### config.mk
export PLATFORM = sky130hd
export DESIGN_NAME = mbs_mean_diff
export DESIGN_NICKNAME = d
export VERILOG_FILES = /design/src/hdl/mbs_pkg.sv /design/src/hdl/mbs_mean_diff.sv
export SDC_FILE = /design/constraint.sdc
export NUM_CORES = 1
export LEC_CHECK = 0
export BUFFER_PORTS_ARGS = -buffer_cell sky130_fd_sc_hd__buf_2
export CAP_MARGIN = 25
export CORE_MARGIN = 4
export CORE_UTILIZATION = 50
export CTS_BUF_LIST = sky130_fd_sc_hd__clkbuf_4 sky130_fd_sc_hd__clkbuf_8
export CTS_CLUSTER_SIZE = 40
export DETAILED_ROUTE_END_ITERATION = 10
export HOLD_SLACK_MARGIN = 0.08
export PLACE_DENSITY = 0.79
export SLEW_MARGIN = 40
export SYNTH_ARGS = -nofsm -noshare
export SYNTH_HDL_FRONTEND = slang
export SYNTH_SLANG_ARGS = --single-unit
### constraint.sdc
create_clock -name clock -period 15.1 [get_ports clock]
set_input_delay 2.265 -clock clock [delete_from_list [all_inputs] [get_ports clock]]
set_output_delay 2.265 -clock clock [all_outputs]
set_load 0.05 [all_outputs]
### src/hdl/mbs_pkg.sv
// Shared types and constants for the mean background subtraction core.
// No dependencies; used by every module under hdl/.
`timescale 1ns / 1ps
`default_nettype none

package mbs_pkg;

   localparam int LEARN_FRAMES_DEF = 20;
   localparam int STORE_DEPTH_DEF  = 65536;

   localparam int PIX_W      = 8;
   localparam int THR_W      = 8;
   localparam int PPF_W      = 17;
   localparam int SUM_W      = 13;             // per-pixel sum, wraps
   localparam int NUM_W      = SUM_W + 1;      // sum plus rounding half
   localparam int CSR_IDX_W  = 2;
   localparam int CSR_DATA_W = 17;

   localparam logic [THR_W-1:0] THR_RESET = 8'd50;
   localparam int               PPF_RESET = 65536;
   localparam logic [PIX_W-1:0] PIX_MAX   = 8'd255;

   typedef enum logic [CSR_IDX_W-1:0] {
      CSR_DIFF_THRESHOLD   = 2'd0,
      CSR_PIXELS_PER_FRAME = 2'd1
   } csr_index_type;

   // Per-item control that rides the pipeline.
   typedef struct packed {
      logic valid;
      logic learn;   // 1: accumulate, 0: subtract
   } mbs_op_type;

endpackage

`default_nettype wire

### src/hdl/mbs_mean_diff.sv
// Mean by reciprocal multiply, clamp, absolute difference and threshold.
// Depends on mbs_pkg.
`timescale 1ns / 1ps
`default_nettype none

module mbs_mean_diff #(
   parameter int LEARN_FRAMES = mbs_pkg::LEARN_FRAMES_DEF
) (
   input  wire logic                      clock,
   input  wire logic                      reset,
   input  wire logic                      en,
   input  wire mbs_pkg::mbs_op_type       in_op,
   input  wire logic [mbs_pkg::NUM_W-1:0] in_num,
   input  wire logic [mbs_pkg::PIX_W-1:0] in_pixel,
   input  wire logic [mbs_pkg::THR_W-1:0] threshold,
   output logic                           out_valid,
   output logic [mbs_pkg::PIX_W-1:0]      out_difference,
   output logic                           out_foreground
);

   localparam int NUM_W  = mbs_pkg::NUM_W;
   localparam int PIX_W  = mbs_pkg::PIX_W;
   // floor(n / LEARN_FRAMES) == (n * RECIP) >> SHIFT for every n below 2**NUM_W
   localparam int SHIFT  = NUM_W + $clog2(LEARN_FRAMES);
   localparam int RECIP  = ((1 << SHIFT) + LEARN_FRAMES - 1) / LEARN_FRAMES;
   localparam int RECIP_W = NUM_W + 2;
   localparam int PROD_W = SHIFT + NUM_W;
   localparam logic [RECIP_W-1:0] RECIP_C = RECIP_W'(RECIP);

   logic [PROD_W-1:0] prod;
   logic              s3_valid_ff;
   logic [NUM_W-1:0]  s3_quot_ff;
   logic [PIX_W-1:0]  s3_pix_ff;
   logic [PIX_W-1:0]  mean;
   logic [PIX_W-1:0]  diff;

   logic              valid_ff;
   logic [PIX_W-1:0]  diff_ff;
   logic              fg_ff;

   assign prod = PROD_W'(in_num) * PROD_W'(RECIP_C);

   always_comb begin
      mean = (s3_quot_ff > NUM_W'(mbs_pkg::PIX_MAX)) ? mbs_pkg::PIX_MAX
                                                       : s3_quot_ff[PIX_W-1:0];
      diff = (s3_pix_ff >= mean) ? s3_pix_ff - mean : mean - s3_pix_ff;
   end

   always_ff @(posedge clock) begin
      if (reset) begin
         s3_valid_ff <= 1'b0;
         valid_ff    <= 1'b0;
      end else if (en) begin
         s3_valid_ff <= in_op.valid;
         valid_ff    <= s3_valid_ff;
      end
   end

   always_ff @(posedge clock) begin
      if (en) begin
         s3_quot_ff <= prod[SHIFT +: NUM_W];
         s3_pix_ff  <= in_pixel;
         diff_ff    <= diff;
         fg_ff      <= (diff > threshold);
      end
   end

   assign out_valid      = valid_ff;
   assign out_difference = diff_ff;
   assign out_foreground = fg_ff;

endmodule

`default_nettype wire

# Yosys cells after proc, flatten, opt, wreduce, memory -nomap -nowiden
# Index checks and enable logic that the tools add are counted.
# word_totals
regBits,29
input_bits,35
output_inout_bits,10
wordCells,14
# op_classes
addsub,2
multipliers,1
order_cmp,3
muxes,2
# op_table
operator,n
14-bit by 15-bit multiplier with 29-bit output (second input constant),1
8-bit 2-to-1 mux,2
8-bit subtractor,2
10-bit by 8-bit greater-than comparator with 1-bit output (second input constant),1
8-bit >= comparator,1
8-bit greater-than comparator,1

# Logic depth before layout (Yosys ltp)
# depth
ltp_word,5
ltp_mapped,20
depth_no_buf,19

# Worst setup path after synthesis
# Ideal clock, no wire load.
# synth_path
kind,input -> register
startpoint,input port in_num[11] (netlist bit)
endpoint,register s3_quot_ff[8] (data pin)
arrival_ns,6.687
required_ns,14.826
path_slack_ns,8.139
path_stages,17
cell_sequence,fa_1 > fa_1 > fa_1 > inv_1 > fa_1 > inv_1 > fa_1 > inv_1 > fa_1 > inv_1 > ha_1 > a21oi_1 > o21ai_1 > a311o_1 > a211oi_1 > o41ai_1 > xor2_1
# synth_between
elab_chain_len,1
# synth_lines
item,line,text
from (decl),mbs_mean_diff.sv:13,"input wire logic [mbs_pkg::NUM_W-1:0] in_num,"
14-bit by 15-bit multiplier with 29-bit output,mbs_mean_diff.sv:41,assign prod = PROD_W'(in_num) * PROD_W'(RECIP_C);
named net prod[27],mbs_mean_diff.sv:30,logic [PROD_W-1:0] prod;
to (signal assigned),mbs_mean_diff.sv:61,s3_quot_ff <= prod[SHIFT +: NUM_W];
to (decl),mbs_mean_diff.sv:32,logic [NUM_W-1:0] s3_quot_ff;
# The timed path passes the listed nets, and every way through them passes these cells.
# A chain may end at the register's enable or synchronous reset.

# Worst setup path after layout
# layout_path
startpoint,input port in_num[12] (netlist bit)
endpoint,register s3_quot_ff[6] (data pin)
# Same word-level chain as after synthesis.

==> impl_metrics.env <==
export IMPL_cp_start_kind="input pin"
export IMPL_cts_made_buffers=5
export IMPL_final_hold_violation_count=0
export IMPL_dpl_hpwl_um=9930
export IMPL_clock_skew_final_ns=0.00138
export IMPL_die_h_um=112
export IMPL_cts_hold_buffers=0
export IMPL_powerDensity_nw_per_um2=209
export IMPL_layout_drive_gt1_share_pct=9.92
export IMPL_met2_wl_um=5720
export IMPL_finalPower_mw=1.23
export IMPL_synth_yosys_seq_area_share_pct=15.6
export IMPL_cts_root_buffer_cell="sky130_fd_sc_hd__clkbuf_8"
export IMPL_pwr_share_clk_pct=5.1
export IMPL_regToRegStartpoint="s3_quot_ff[9]"
export IMPL_clk_latency_ns=0.28
export IMPL_r2r_worst_path_cells=15
export IMPL_yosys_cell_types_count=47
export IMPL_tritoncts="yes"
export IMPL_leading_cell_type_in_the_layout_fill_and_taps_excluded="sky130_fd_sc_hd__inv_1"
export IMPL_cts_clk_slew_worst_paths_ns=0.06
export IMPL_synth_fp_nets=766
export IMPL_crit_start="in_num[12]"
export IMPL_crit_required_ns=15.13
export IMPL_synth_top_area_share_pct=28.5
export IMPL_fp_dieArea_um2=12600
export IMPL_dr_max_layer_used="met4"
export IMPL_first_pass_iters=4
export IMPL_worst_ep_arrival_time_ns=7.44
export IMPL_grt_usage_pct=18.8
export IMPL_finalWorstPathRequiredPeriod_ns=7.41
export IMPL_placeableCoreArea_um2=10500
export IMPL_r2r_slack_ns=11.10
export IMPL_met3WireLength_um=413
export IMPL_finalSetupViolCount=0
export IMPL_power_switching_share_pct=53.0
export IMPL_syn_mean_instance_area_um2=9.98
export IMPL_hold_class="register to register"
export IMPL_grt_max_degree=30
export IMPL_period_share_pct=49.1
export IMPL_numPlacedInstances=723
export IMPL_die_w_um=112
export IMPL_yosys_warnings=0
export IMPL_grt_pass1_vias=4261
export IMPL_endpoint_kind="register"
export IMPL_final_setup_worst_slack_ns=7.69
export IMPL_wirelength_um=11100
export IMPL_clock_sinks=29
export IMPL_p_comb_share_pct=83.1
export IMPL_gp_congestion=0.933
export IMPL_resized_cells_post_cts=0
export IMPL_post_cts_setup_buffer_count=0
export IMPL_hold_path_cell_count=2
export IMPL_fillCellCount=921
export IMPL_ys_dominant_reg_cell="sky130_fd_sc_hd__edfxtp_1"
export IMPL_top_level_port_count=45
export IMPL_final_cell_mix="sky130_fd_sc_hd__inv_1, sky130_fd_sc_hd__ha_1, sky130_fd_sc_hd__fa_1, sky130_fd_sc_hd__buf_2, sky130_fd_sc_hd__edfxtp_1"
export IMPL_timing_max_transition_violations_final=0
export IMPL_drc_errors=0
export IMPL_critical_path_max_fanout=6
export IMPL_drt_antenna_violating_nets=0
export IMPL_htreeDepth=2
export IMPL_reg2reg_to="out_foreground"
export IMPL_run_status="finished clean"
export IMPL_placementRows=37
export IMPL_vias=3976
export IMPL_grt_overflow=0
export IMPL_ir_worst_vdd_v=0.000129
export IMPL_leakagePower_nw=3.24
export IMPL_grt_pass1_wl_um=19700
export IMPL_internal_power_uw=580
export IMPL_worst_slew_margin_rel_pct=53.8
export IMPL_grt_setup_unrepaired="false"
export IMPL_maxClockFrequency_ghz=0.135
export IMPL_fin_cells=731
export IMPL_initial_core_util_pct=52.0
export IMPL_portBuffers=43
export IMPL_grt_antenna_before_repair=0
export IMPL_num_nets_final=815
export IMPL_detailed_place_area_um2=5810
export IMPL_asyncSetResetFlopFracSynth_pct=0
export IMPL_cts_root_to_sink_buffers=2
export IMPL_p_seq_share_pct=11.8
export IMPL_viasPerCell=5.44
export IMPL_switching_power_uw=655
export IMPL_place_ws_ns=7.51
export IMPL_ys_ff_latch=29
export IMPL_post_drt_wl_per_cell_um=15.2
export IMPL_worstMarginPinSlew_ns=0.684
export IMPL_m1_wire_length_um=4830
export IMPL_finalSetupTns_ns=0
export IMPL_synth_top_area_cell="sky130_fd_sc_hd__ha_1"
export IMPL_first_iter_violations=225
export IMPL_antennaDiodeCount=0
export IMPL_synth_area_leaders="sky130_fd_sc_hd__ha_1, sky130_fd_sc_hd__fa_1, sky130_fd_sc_hd__edfxtp_1"
export IMPL_syn_area_um2=5440
export IMPL_timing_max_cap_violations=0
export IMPL_synth_enable_flop_cells=27
export IMPL_syn2layout_area_growth_pct=8.47
export IMPL_worstSetupPathType="input pin to register"
export IMPL_worstSetupEndpoint="s3_quot_ff[6]"
export IMPL_number_of_standard_cells_after_synthesis=545
export IMPL_stdcell_area_um2=5900
==> per-stage QoR <==
stage               utilization [%]  hold slack, ns
finish                         56.4           0.509
detailed placement             55.5           0.498
global placement               55.5           0.469
global route                   56.4           0.563
floorplan                         -           0.460
CTS                            56.4           0.513
==> sequential cells by signal, summed over array words and instances (netlist names) <==
signal	cells
out_foreground	1
out_difference	8
s3_pix_ff	8
s3_quot_ff	10
out_valid	1
s3_valid_ff	1
==> worst max-delay path: stages <==
cell and delay [ns]:
sky130_fd_sc_hd__buf_2 0.13, sky130_fd_sc_hd__inv_1 0.06, sky130_fd_sc_hd__ha_1 0.27, sky130_fd_sc_hd__inv_1 0.09
sky130_fd_sc_hd__fa_1 0.54, sky130_fd_sc_hd__fa_1 0.53, sky130_fd_sc_hd__inv_1 0.06, sky130_fd_sc_hd__fa_1 0.53
sky130_fd_sc_hd__inv_1 0.05, sky130_fd_sc_hd__fa_1 0.52, sky130_fd_sc_hd__inv_1 0.06, sky130_fd_sc_hd__fa_1 0.50
sky130_fd_sc_hd__inv_1 0.04, sky130_fd_sc_hd__ha_1 0.36, sky130_fd_sc_hd__a21oi_1 0.14, sky130_fd_sc_hd__o21ai_1 0.12
sky130_fd_sc_hd__o41ai_1 0.65, sky130_fd_sc_hd__nand3_1 0.23, sky130_fd_sc_hd__a21oi_1 0.21, sky130_fd_sc_hd__xnor2_1 0.08
==> Yosys cell counts, types with 4 or more instances <==
cell type	number
sky130_fd_sc_hd__a21oi_1	22
sky130_fd_sc_hd__o21ai_0	11
sky130_fd_sc_hd__ha_1	124
sky130_fd_sc_hd__fa_1	62
sky130_fd_sc_hd__xnor2_1	9
sky130_fd_sc_hd__nand4_1	10
sky130_fd_sc_hd__a31oi_1	4
sky130_fd_sc_hd__nor2_1	13
sky130_fd_sc_hd__mux2i_1	10
sky130_fd_sc_hd__inv_1	141
sky130_fd_sc_hd__xor2_1	8
sky130_fd_sc_hd__or2_2	4
sky130_fd_sc_hd__nor2b_1	5
sky130_fd_sc_hd__and4_1	4
sky130_fd_sc_hd__nand2b_1	5
sky130_fd_sc_hd__nand2_1	14
sky130_fd_sc_hd__a21o_1	19
sky130_fd_sc_hd__o21a_1	4
sky130_fd_sc_hd__edfxtp_1	27
sky130_fd_sc_hd__or3_1	7
==> final cells by class <==
type	instances	area [µm²]	area share (%)
inverters	141	529	8.97
well taps	136	170	2.89
flip-flops and latches	29	851	14.4
clock inverters	2	10.0	0.170
multi-input cells	374	4050	68.6
clock buffers	6	76.3	1.29
repair buffers	43	215	3.65
==> how the worst min path moves through the flow <==
stage	endpoint	slack, ns	startpoint
floorplan	s3_valid_ff	0.46	s3_valid_ff
global placement	out_valid	0.47	out_valid
detailed placement	s3_valid_ff	0.50	s3_valid_ff
CTS	s3_valid_ff	0.51	s3_valid_ff
global route	s3_valid_ff	0.56	s3_valid_ff
finish	s3_valid_ff	0.51	s3_valid_ff
==> kinds of logic after synthesis <==
| family | share of synthesized area, % |
|---|---|
| AOI/OAI and AO/OA | 11.3 |
| DFF | 15.6 |
| xor gates and xnor gates | 2.74 |
| adders and majority gates | 51.4 |
| and+or+nand+nor | 7.20 |
| buffers and inverters | 9.94 |
| muxes | 1.84 |
==> per-layer routing <==
layer / global-route usage (%) / vias to the layer above
met5: 0 / -
met4: 3.69 / 0
met3: 3.13 / 16
met2: 32.9 / 84
met1: 24.9 / 1956
li1: - / 1920
==> power by group through the flow <==
| stage | logic [mW] | registers [mW] | clock network (mW) |
|---|---|---|---|
| 6_report | 1.03 | 0.146 | 0.0628 |
| 5_1_grt | 1.16 | 0.149 | 0.0696 |
| 4_1_cts | 1.02 | 0.146 | 0.0640 |
| 3_5_place_dp | 1.02 | 0.148 | 0 |
| 3_3_place_gp | 0.995 | 0.146 | 0 |
| 2_1_floorplan | 0.745 | 0.184 | 0 |
Note: power is estimated with default switching activity, not from simulation.
