==> src/hdl/mbs_pkg.sv <==
// Shared types and constants for the mean background subtraction core.
// No dependencies; used by every module under hdl/.
`timescale 1ns / 1ps
`default_nettype none

package mbs_pkg;

   localparam int LEARN_FRAMES_DEF = 20;
   localparam int STORE_DEPTH_DEF  = 65536;

   localparam int PIX_W      = 8;
   localparam int THR_W      = 8;
   localparam int PPF_W      = 17;
   localparam int SUM_W      = 13;             // per-pixel sum, wraps
   localparam int NUM_W      = SUM_W + 1;      // sum plus rounding half
   localparam int CSR_IDX_W  = 2;
   localparam int CSR_DATA_W = 17;

   localparam logic [THR_W-1:0] THR_RESET = 8'd50;
   localparam int               PPF_RESET = 65536;
   localparam logic [PIX_W-1:0] PIX_MAX   = 8'd255;

   typedef enum logic [CSR_IDX_W-1:0] {
      CSR_DIFF_THRESHOLD   = 2'd0,
      CSR_PIXELS_PER_FRAME = 2'd1
   } csr_index_type;

   // Per-item control that rides the pipeline.
   typedef struct packed {
      logic valid;
      logic learn;   // 1: accumulate, 0: subtract
   } mbs_op_type;

endpackage

`default_nettype wire

==> src/hdl/mbs_frame_seq.sv <==
// Pixel position and frame counters, frame length register.
// Depends on mbs_pkg.
`timescale 1ns / 1ps
`default_nettype none

module mbs_frame_seq #(
   parameter int LEARN_FRAMES = mbs_pkg::LEARN_FRAMES_DEF,
   parameter int STORE_DEPTH  = mbs_pkg::STORE_DEPTH_DEF
) (
   input  wire logic                           clock,
   input  wire logic                           reset,
   input  wire logic                           accept,
   input  wire logic                           len_we,
   input  wire logic [mbs_pkg::PPF_W-1:0]      len_data,
   output logic [$clog2(STORE_DEPTH)-1:0]      pos,
   output mbs_pkg::mbs_op_type                 op
);

   localparam int ADDR_W  = $clog2(STORE_DEPTH);
   localparam int FRAME_W = $clog2(LEARN_FRAMES + 2);
   localparam int CMP_W   = (ADDR_W + 1 > mbs_pkg::PPF_W) ? ADDR_W + 1 : mbs_pkg::PPF_W;
   localparam int LEN_RESET = (mbs_pkg::PPF_RESET > STORE_DEPTH) ?
                              STORE_DEPTH : mbs_pkg::PPF_RESET;
   localparam logic [ADDR_W-1:0]  LEN_M1_RESET = ADDR_W'(LEN_RESET - 1);
   localparam logic [FRAME_W-1:0] LEARN_END    = FRAME_W'(LEARN_FRAMES);
   localparam logic [FRAME_W-1:0] FRAME_SAT    = FRAME_W'(LEARN_FRAMES + 1);

   logic [ADDR_W-1:0]  len_m1_ff, len_m1_in;
   logic [ADDR_W-1:0]  position_ff, position_in;
   logic [FRAME_W-1:0] frame_ff, frame_in;
   logic [CMP_W-1:0]   req_len;
   logic               last;

   // Frame length clamp: zero acts as one, capped at store depth.
   always_comb begin
      req_len = CMP_W'(len_data);
      if (req_len == '0) begin
         req_len = CMP_W'(1);
      end else if (req_len > CMP_W'(STORE_DEPTH)) begin
         req_len = CMP_W'(STORE_DEPTH);
      end
      len_m1_in = len_we ? ADDR_W'(req_len - CMP_W'(1)) : len_m1_ff;
   end

   assign pos  = (position_ff > len_m1_ff) ? len_m1_ff : position_ff;
   assign last = (pos == len_m1_ff);

   always_comb begin
      position_in = position_ff;
      frame_in    = frame_ff;
      if (accept) begin
         position_in = last ? '0 : pos + ADDR_W'(1);
         if (last && frame_ff != FRAME_SAT) begin
            frame_in = frame_ff + FRAME_W'(1);
         end
      end
   end

   assign op.learn = (frame_ff < LEARN_END);
   assign op.valid = (frame_ff < LEARN_END) || (frame_ff > LEARN_END);

   always_ff @(posedge clock) begin
      if (reset) begin
         len_m1_ff   <= LEN_M1_RESET;
         position_ff <= '0;
         frame_ff    <= '0;
      end else begin
         len_m1_ff   <= len_m1_in;
         position_ff <= position_in;
         frame_ff    <= frame_in;
      end
   end

endmodule

`default_nettype wire

==> config.mk <==
export PLATFORM = sky130hd
export DESIGN_NAME = mbs_frame_seq
export DESIGN_NICKNAME = d
export VERILOG_FILES = /design/src/hdl/mbs_pkg.sv /design/src/hdl/mbs_frame_seq.sv
export SDC_FILE = /design/constraint.sdc
export NUM_CORES = 1
export LEC_CHECK = 0
export BUFFER_PORTS_ARGS = -buffer_cell sky130_fd_sc_hd__buf_2
export CAP_MARGIN = 20
export CORE_MARGIN = 2
export CORE_UTILIZATION = 60
export CTS_BUF_LIST = sky130_fd_sc_hd__clkbuf_4 sky130_fd_sc_hd__clkbuf_8
export DETAILED_ROUTE_END_ITERATION = 16
export GPL_TIMING_DRIVEN = 0
export PLACE_DENSITY = 0.82
export SETUP_SLACK_MARGIN = 0.05
export SLEW_MARGIN = 20
export SYNTH_ARGS = -nofsm -noshare
export SYNTH_HDL_FRONTEND = slang
export SYNTH_SLANG_ARGS = --single-unit
==> constraint.sdc <==
create_clock -name clock -period 3.95 [get_ports clock]
set_clock_uncertainty 0.15 [all_clocks]
set_input_delay 0.395 -clock clock [delete_from_list [all_inputs] [get_ports clock]]
set_output_delay 0.395 -clock clock [all_outputs]
set_load 0.01 [all_outputs]
### After elaboration in Yosys (flattened, before gate mapping)

Cells that the tools add are included.

* $add $sub $neg: 3
* $mul: 0
* div/mod/pow operators: 0
* magnitude comparators: 4
* equal/unequal tests: 2
* shift operators: 0
* mux-type cells: 4
* bitwise logic cells: 0
* reduce and logical (&&, ||, !) cells: 4

Operators by type and width (number)
* 2-to-1 mux 16 bit: 4
* > comparator 17 bit (second input constant): 1
* zero test 17 bit: 1
* adder 16 x 1 -> 16 bit (second input constant): 1
* == test 16 bit: 1
* > comparator 16 bit: 1
* subtractor 16 x 1 -> 16 bit (second input constant): 1
* adder 5 x 1 -> 5 bit (second input constant): 1
* > comparator 5 bit (second input constant): 1
* < comparator 5 bit (second input constant): 1
* != test 5 bit (second input constant): 1
* AND reduction 2 bit: 1
* logical AND 1 bit: 1
* logical OR 1 bit: 1

* register bits after elaboration: 37
* bits in latches: 0
* memory bits (writable): 0
* ROM bits: 0
* output and inout bits: 18
* word-level logic and storage cells: 20
* memories: 0

### Longest topological paths before layout

Gate-level depths: netlist (run 1).

* depth after elaboration: 5
* mapped depth: 18

### Worst setup path after synthesis (run 1)

OpenSTA, ideal clock, no wires.

* path kind: register to register
* start point: register len_m1_ff[15]
* end point: register position_ff[12]
* library setup time: 0.117 ns
* arrival time: 3.228 ns
* data required time: 3.683 ns
* slack: 0.455 ns
* cell stages (with the launch flop): 18
* path buffers: 2
* period minus slack after synthesis: 3.495 ns
* path through: dfxtp_1 > inv_1 > ha_1 > nand4_2 > nor3_1 > a221oi_1 > nand3_2 > nand2_1 > buf_6 > clkbuf_1 > nand2_1 > o21ai_0 > ha_1 > nand2_1 > or2_2 > nor2_1 > xor2_1 > a32o_1

* word-level cells in the longest chain between the ends: 4
* elaborated cells on any way between the ends: 5
* those cells by class: 1 x add/sub; 1 x order compare; 1 x eq/ne; 2 x mux

RTL lines
* from (decl): RTL line mbs_frame_seq.sv:28 `logic [ADDR_W-1:0] len_m1_ff, len_m1_in;`
* from (signal assigned): RTL line mbs_frame_seq.sv:68 `len_m1_ff <= len_m1_in;`
* > comparator 16 bit *: RTL line mbs_frame_seq.sv:45 `assign pos = (position_ff > len_m1_ff) ? len_m1_ff : position_ff;`
* 2-to-1 mux 16 bit *: RTL line mbs_frame_seq.sv:45
* named net pos[1]: RTL line mbs_frame_seq.sv:15 `output logic [$clog2(STORE_DEPTH)-1:0] pos,`
* adder 16 x 1 -> 16 bit / == test 16 bit (equally long branches): RTL line mbs_frame_seq.sv:52, mbs_frame_seq.sv:46
* 2-to-1 mux 16 bit *: RTL line mbs_frame_seq.sv:52 `position_in = last ? '0 : pos + ADDR_W'(1);`
* to (signal assigned): RTL line mbs_frame_seq.sv:69 `position_ff <= position_in;`
* to (decl): RTL line mbs_frame_seq.sv:29 `logic [ADDR_W-1:0] position_ff, position_in;`

The timed path passes the listed nets; every way through them passes the cells marked *.
A chain may end at the register's enable or synchronous reset.

### Final worst setup path (run 1)

* start point: register len_m1_ff[14]
* end point: register position_ff[12]

* word-level cells in the longest chain between the ends: 4
* elaborated cells on any way between the ends: 5
* those cells by class: 1 x add/sub; 1 x order compare; 1 x eq/ne; 2 x mux

RTL lines (RTL line)
* > comparator 16 bit: mbs_frame_seq.sv:45
* 2-to-1 mux 16 bit: mbs_frame_seq.sv:45
* adder 16 x 1 -> 16 bit / == test 16 bit (equally long branches): mbs_frame_seq.sv:52, mbs_frame_seq.sv:46
* 2-to-1 mux 16 bit *: mbs_frame_seq.sv:52

Mark *: on every way between the ends. The rest lies on a longest branch, timed or not.

==> results of run 1 <==
## final cells by class
type	instances	area, sq um
well taps	54	67.56
multi-input cells	315	2008
repair buffers	37	185.2
fillers	412	1400
plain buffers	21	102.6
clock buffers	6	82.58
flip-flops and latches	37	740.7
clock inverters	1	7.507
inverters	26	97.59
## cells in the final DEF (no fill, tap or decap), drive strengths merged, types with 3 or more instances in the layout
cell type  instances
a211o              6
a21oi             25
a31oi              3
and2               3
and3               3
buf               43
clkbuf            21
dfxtp             37
ha                21
inv               25
nand2             51
nand2b             7
nand3             26
nand4             13
nand4b             5
nor2              30
nor3              15
nor4               7
o21ai             40
o21bai             4
or2                3
or3                3
xnor2              6
xor2              21
## what timing repair did
item	CTS	global route
endpoints found under the setup margin	3	6
resized for setup	2	9
buffers inserted	0	0
hold endpoints to repair	0	0
pin swaps	0	1
## registers in the layout, indices dropped and copies added (netlist names)
signal	cells
len_m1_ff	16
frame_ff	5
position_ff	16
## critical path, cell delays in order, from the launching register on
cell and delay, ps:
dfxtp_1 430, inv_1 110, ha_1 320, nand4_2 180, nor4_4 330, and2_2 210, inv_2 60, nand2_1 120
buf_6 160, clkbuf_4 220, nand2_1 100, o21ai_2 120, ha_4 210, nand2_1 50, or2_2 300, nor2_1 120
xor2_1 80, a32o_1 250
## report_power, final
| group | switching, uW | internal (uW) | leakage [uW] |
|---|---|---|---|
| clock network | 136 | 138 | 0.0000433 |
| logic | 84.8 | 54.5 | 0.00119 |
| registers | 17.9 | 387 | 0.000303 |
| total | 239 | 579 | 0.00153 |
## cell families (layout without fill, tap and decap cells)
kind of cell / Yosys count / after routing / synth area share, %
compound gates: 92 / 92 / 19.42
xor+xnor: 27 / 27 / 8.119
fa+ha+maj: 21 / 21 / 9.021
buf+inv: 47 / 91 / 6.701
flops: 37 / 37 / 25.43
mux: 3 / 3 / 1.203
simple gates: 172 / 172 / 30.11
## worst max-delay path by stage
stage | start | cells past startpoint | slack [ps] | to
final | len_m1_ff[14] | 17 | 290 | position_ff[12]
after global routing | len_m1_ff[7] | 17 | 20 | position_ff[12]
after CTS | len_m1_ff[14] | 16 | 60 | position_ff[12]
after detailed placement | len_m1_ff[7] | 17 | -60 | position_ff[12]
after global placement | len_m1_ff[7] | 17 | 5 | position_ff[12]
after floorplan | len_m1_ff[15] | 17 | 450 | position_ff[12]
## cell usage after synthesis, drive strengths merged, types with 2 or more instances
cell type	number	area share [%]
and2	3	0.73
nand4b	5	1.5
a21oi	25	4.7
or3	3	0.64
mux2i	2	0.69
o21bai	4	1.0
clkbuf	15	2.1
xor2	21	6.3
a22o	2	0.60
a31oi	3	0.64
nand4	13	3.0
and3	3	0.64
or2	3	0.64
ha	21	9.0
or4b	2	0.69
xnor2	6	1.8
inv	25	3.2
nand2b	7	1.5
a32o	2	0.69
buf	6	1.2
a211o	6	1.8
nor4	7	1.9
dfxtp	37	25
nor3b	2	0.52
nand3	26	4.6
o21ai	40	6.9
nor2	30	3.9
nor3	15	2.6
nand2	51	6.7
## layer usage
layer / routed length, um / vias to the layer above
li1: - / 1498
met5: 0 / -
met4: 114 / 0
met2: 3766 / 129
met3: 488 / 11
met1: 3390 / 1419
## stage by stage
stage          hold slack [ps]  power [uW]
2_1_floorplan            333.7       499.7
3_3_place_gp             352.6       543.1
3_5_place_dp             374.9       547.4
4_1_cts                  248.2       814.6
5_1_grt                  275.4       847.8
6_report                 253.5       818.0
==> results.json, run 1 <==
{
  "status": "finished clean",
  "r2r-end": "position_ff[12]",
  "tightest_slew_ps": 551.4,
  "final_cells": 497,
  "vias_per_cell": 6.151,
  "die_area_sq_um": 5428,
  "setup_viol": 0,
  "rows": 25,
  "io_pins": 39,
  "track_usage_pct": 28.96,
  "drt_iter0_drc": 334,
  "place_area_sq_um": 3166,
  "hold_start": "len_data[14]",
  "top_usage_layer": "met2",
  "synthesis.nets": 441,
  "dp.cells": 490,
  "start_util_pct": 62.08,
  "design.core.area_sq_um": 4692,
  "max_freq_mhz": 273.5,
  "antenna_found_initial": 0,
  "diodes": 0,
  "ant_nets": 0,
  "p_leak_uw": 0.001532,
  "cp.arrival_ps": 3690,
  "die_w_um": 73.68,
  "grt_pass1_vias": 2627,
  "cap_violations": 0,
  "rrSetupSlack_ps": 290,
  "reg2regPathDepth": 17,
  "critPathCaptureType": "register",
  "vias": 3057,
  "cts_root_buffer": "clkbuf_8",
  "final_area_sq_um": 3292,
  "seq_area_frac_synth_pct": 25.43,
  "ctsHoldBuffers": 0,
  "synth-seq-cells": 37,
  "yosysUniqueCellTypes": 53,
  "grt_max_degree": 12,
  "met2_usage_pct": 49.11,
  "synth_async_sr_flop_share_pct": 0,
  "fin_ws_ps": 293.6,
  "period_share_pct": 92.57,
  "hold_class": "in2reg",
  "synth_edf_count": 0,
  "wl_per_cell_um": 15.61,
  "gp_congestion": 1.007,
  "drc": 0,
  "area_growth_pct": 13.02,
  "grt_overflow": 0,
  "powerDensity_nw_per_um2": 248.5,
  "crit_fanout": 10,
  "cts_buffers": 5,
  "drv_slew": 0,
  "finalCriticalPeriod_ps": 3656,
  "insertion_delay_ps": 290,
  "rsz0062_at_grt": "no",
  "hold_path_depth": 3,
  "die_h_um": 73.68,
  "ir_drop_uv": 169.5,
  "dp_hpwl_um": 5874,
  "htree_levels": 2,
  "pre_cts_slack_ps": -55.77,
  "final_util_pct": 70.16,
  "slew_headroom_pct": 62.96,
  "min_to": "len_m1_ff[14]",
  "crit_path_start_kind": "register",
  "synth.avg_cell_area_sq_um": 7.300,
  "use_met3_pct": 4.115,
  "grt_util_met1_pct": 38.09,
  "wl_um": 7760,
  "nNetsFinal": 485,
  "first_pass_iters": 5,
  "cts_tree": "done",
  "worstPathRequired_ps": 3980,
  "cts_buffer_depth": 2,
  "hold_violations": 0,
  "grt_pass1_wl_um": 12250,
  "clk_pin_slew_ps": 70,
  "port_buffers": 37,
  "critPathKind": "reg2reg",
  "tns_ps": 0,
  "ys.flop_type": "dfxtp_1",
  "synthCells": 399,
  "cts_sinks": 37,
  "regToRegStartpoint": "len_m1_ff[14]",
  "syn-cell-area_sq_um": 2913,
  "yosysWarnings": 0,
  "drive_above_1_share_pct": 16.48
}
Note: power is estimated with default switching activity, not from simulation.
==> inputs of run 2 (changes only) <==
clock period = 3.7 ns   (was 3.95 ns; I/O delays follow)
==> results.json, run 2 (same netlist as run 1, synthesis figures left out) <==
{
  "ctsHoldBuffers": 0,
  "p_leak_uw": 0.001541,
  "drv_slew": 0,
  "ant_nets": 0,
  "period_share_pct": 93.15,
  "antenna_found_initial": 0,
  "setup_viol": 0,
  "drive_above_1_share_pct": 18.43,
  "powerDensity_nw_per_um2": 264.6,
  "path_delay_family": "simple AND/OR/NAND/NOR gates",
  "clk_pin_slew_ps": 70,
  "finalCriticalPeriod_ps": 3447,
  "insertion_delay_ps": 300,
  "drt_iter0_drc": 290,
  "io_pins": 39,
  "total_power_uw": 876.5,
  "dp_hpwl_um": 5874,
  "first_pass_iters": 5,
  "cts_root_buffer": "clkbuf_8",
  "hold_violations": 0,
  "ir_drop_uv": 180.5,
  "top_regs": "len_m1_ff: 16 flops, position_ff: 16 flops, frame_ff: 5 flops",
  "drc": 0,
  "diodes": 0,
  "design.core.area_sq_um": 4692,
  "slew_headroom_pct": 60.67,
  "cts_buffers": 5,
  "tightest_slew_ps": 585.4,
  "cts_sinks": 37,
  "cp.arrival_ps": 3480,
  "wl_per_cell_um": 15.57,
  "die_area_sq_um": 5428,
  "start_util_pct": 62.08,
  "critPathMaxStageDelay_ps": 370,
  "vias": 3054,
  "grt_max_degree": 12,
  "worstPathRequired_ps": 3730,
  "critPathCaptureType": "register",
  "worstPathCellList": "inv_1 -> ha_1 -> nand4_1 -> nor4_4 -> and2_2 -> inv_2 -> nand2_2 -> buf_6 -> buf_6 -> nand2_1 -> o21ai_2 -> ha_2 -> nand2_1 -> or2_2 -> nor2_1 -> xor2_1 -> a32o_1",
  "wl_um": 7769,
  "rsz0062_at_grt": "no",
  "hold_class": "in2reg",
  "cpMaxStageDelayCell": "dfxtp_1",
  "gp_congestion": 1.007,
  "cts_tree": "done",
  "grt_overflow": 0,
  "final_cell_mix": "nand2_1 (48), buf_2 (43), o21ai_0 (34)",
  "cap_violations": 0,
  "max_freq_mhz": 290.1,
  "layout_commonest_cell": "nand2_1",
  "grt_pass1_vias": 2654,
  "cts_buffer_depth": 2,
  "hold_start": "len_data[14]",
  "rows": 25,
  "nNetsFinal": 487,
  "crit_path_start_kind": "register",
  "crit_path_start": "len_m1_ff[6]",
  "fillers": 411,
  "critPathBufInv": 4,
  "die_w_um": 73.68,
  "critPathKind": "reg2reg",
  "vias_per_cell": 6.120,
  "area_growth_pct": 13.70,
  "crit_fanout": 10,
  "status": "finished clean",
  "tns_ps": 0,
  "regToRegStartpoint": "len_m1_ff[6]",
  "grt_pass1_wl_um": 12360,
  "htree_levels": 2,
  "track_usage_pct": 29.25,
  "port_buffers": 37,
  "die_h_um": 73.68
}
[run 2: worst paths after layout]
path,endpoint,slack (ps),depth (start not counted)
worst max register to register,position_ff[12],250,17
worst max-delay path,position_ff[12],250,17
worst min register to register,len_m1_ff[13],360,2
worst min-delay path,len_m1_ff[14],230,3
[run 2: per-layer routing]
| layer | track usage (%) | vias up | routed length, um |
|---|---|---|---|
| li1 | - | 1507 | - |
| met3 | 4.252 | 18 | 377 |
| met2 | 49.21 | 110 | 3760 |
| met5 | 0 | - | 0 |
| met4 | 9.495 | 0 | 146 |
| met1 | 38.34 | 1419 | 3485 |
[run 2: power by group]
part           switching, uW  internal (uW)
clock                    148            147
combinational           90.5           58.3
sequential              18.7            414
[run 2: tightest hold or removal path, stage by stage]
cell      delay, ps
buf_2            90
a211oi_1         70
o21bai_1        110
[run 2: stage by stage]
step	setup slack (ps)	std cells	instance area (sq um)	utilization [%]	hold slack, ps
after global placement	-245.4	490	3166	67.47	352.6
after detailed placement	-305.8	490	3166	67.47	374.9
after global routing	37.86	499	3312	70.59	251.8
after CTS	74.25	498	3281	69.92	223.2
final	253.3	499	3312	70.59	229.5
after floorplan	205.0	399	2913	-	333.7
[run 2: final cells by class]
class	instances	area, sq um	area share [%]
clock inverters	1	7.507	0.2267
plain buffers	21	106.4	3.211
flip-flops and latches	37	747.0	22.55
multi-input cells	315	2003	60.48
repair buffers	39	200.2	6.045
well taps	54	67.56	2.040
inverters	26	97.59	2.947
clock buffers	6	82.58	2.493
[run 2: timing repair]
action | in CTS | in global routing
gates resized for setup | 7 | 12
pin swaps | 1 | 3
cloned | 0 | 0
endpoints found under the setup margin | 5 | 7
buffers inserted | 1 | 1
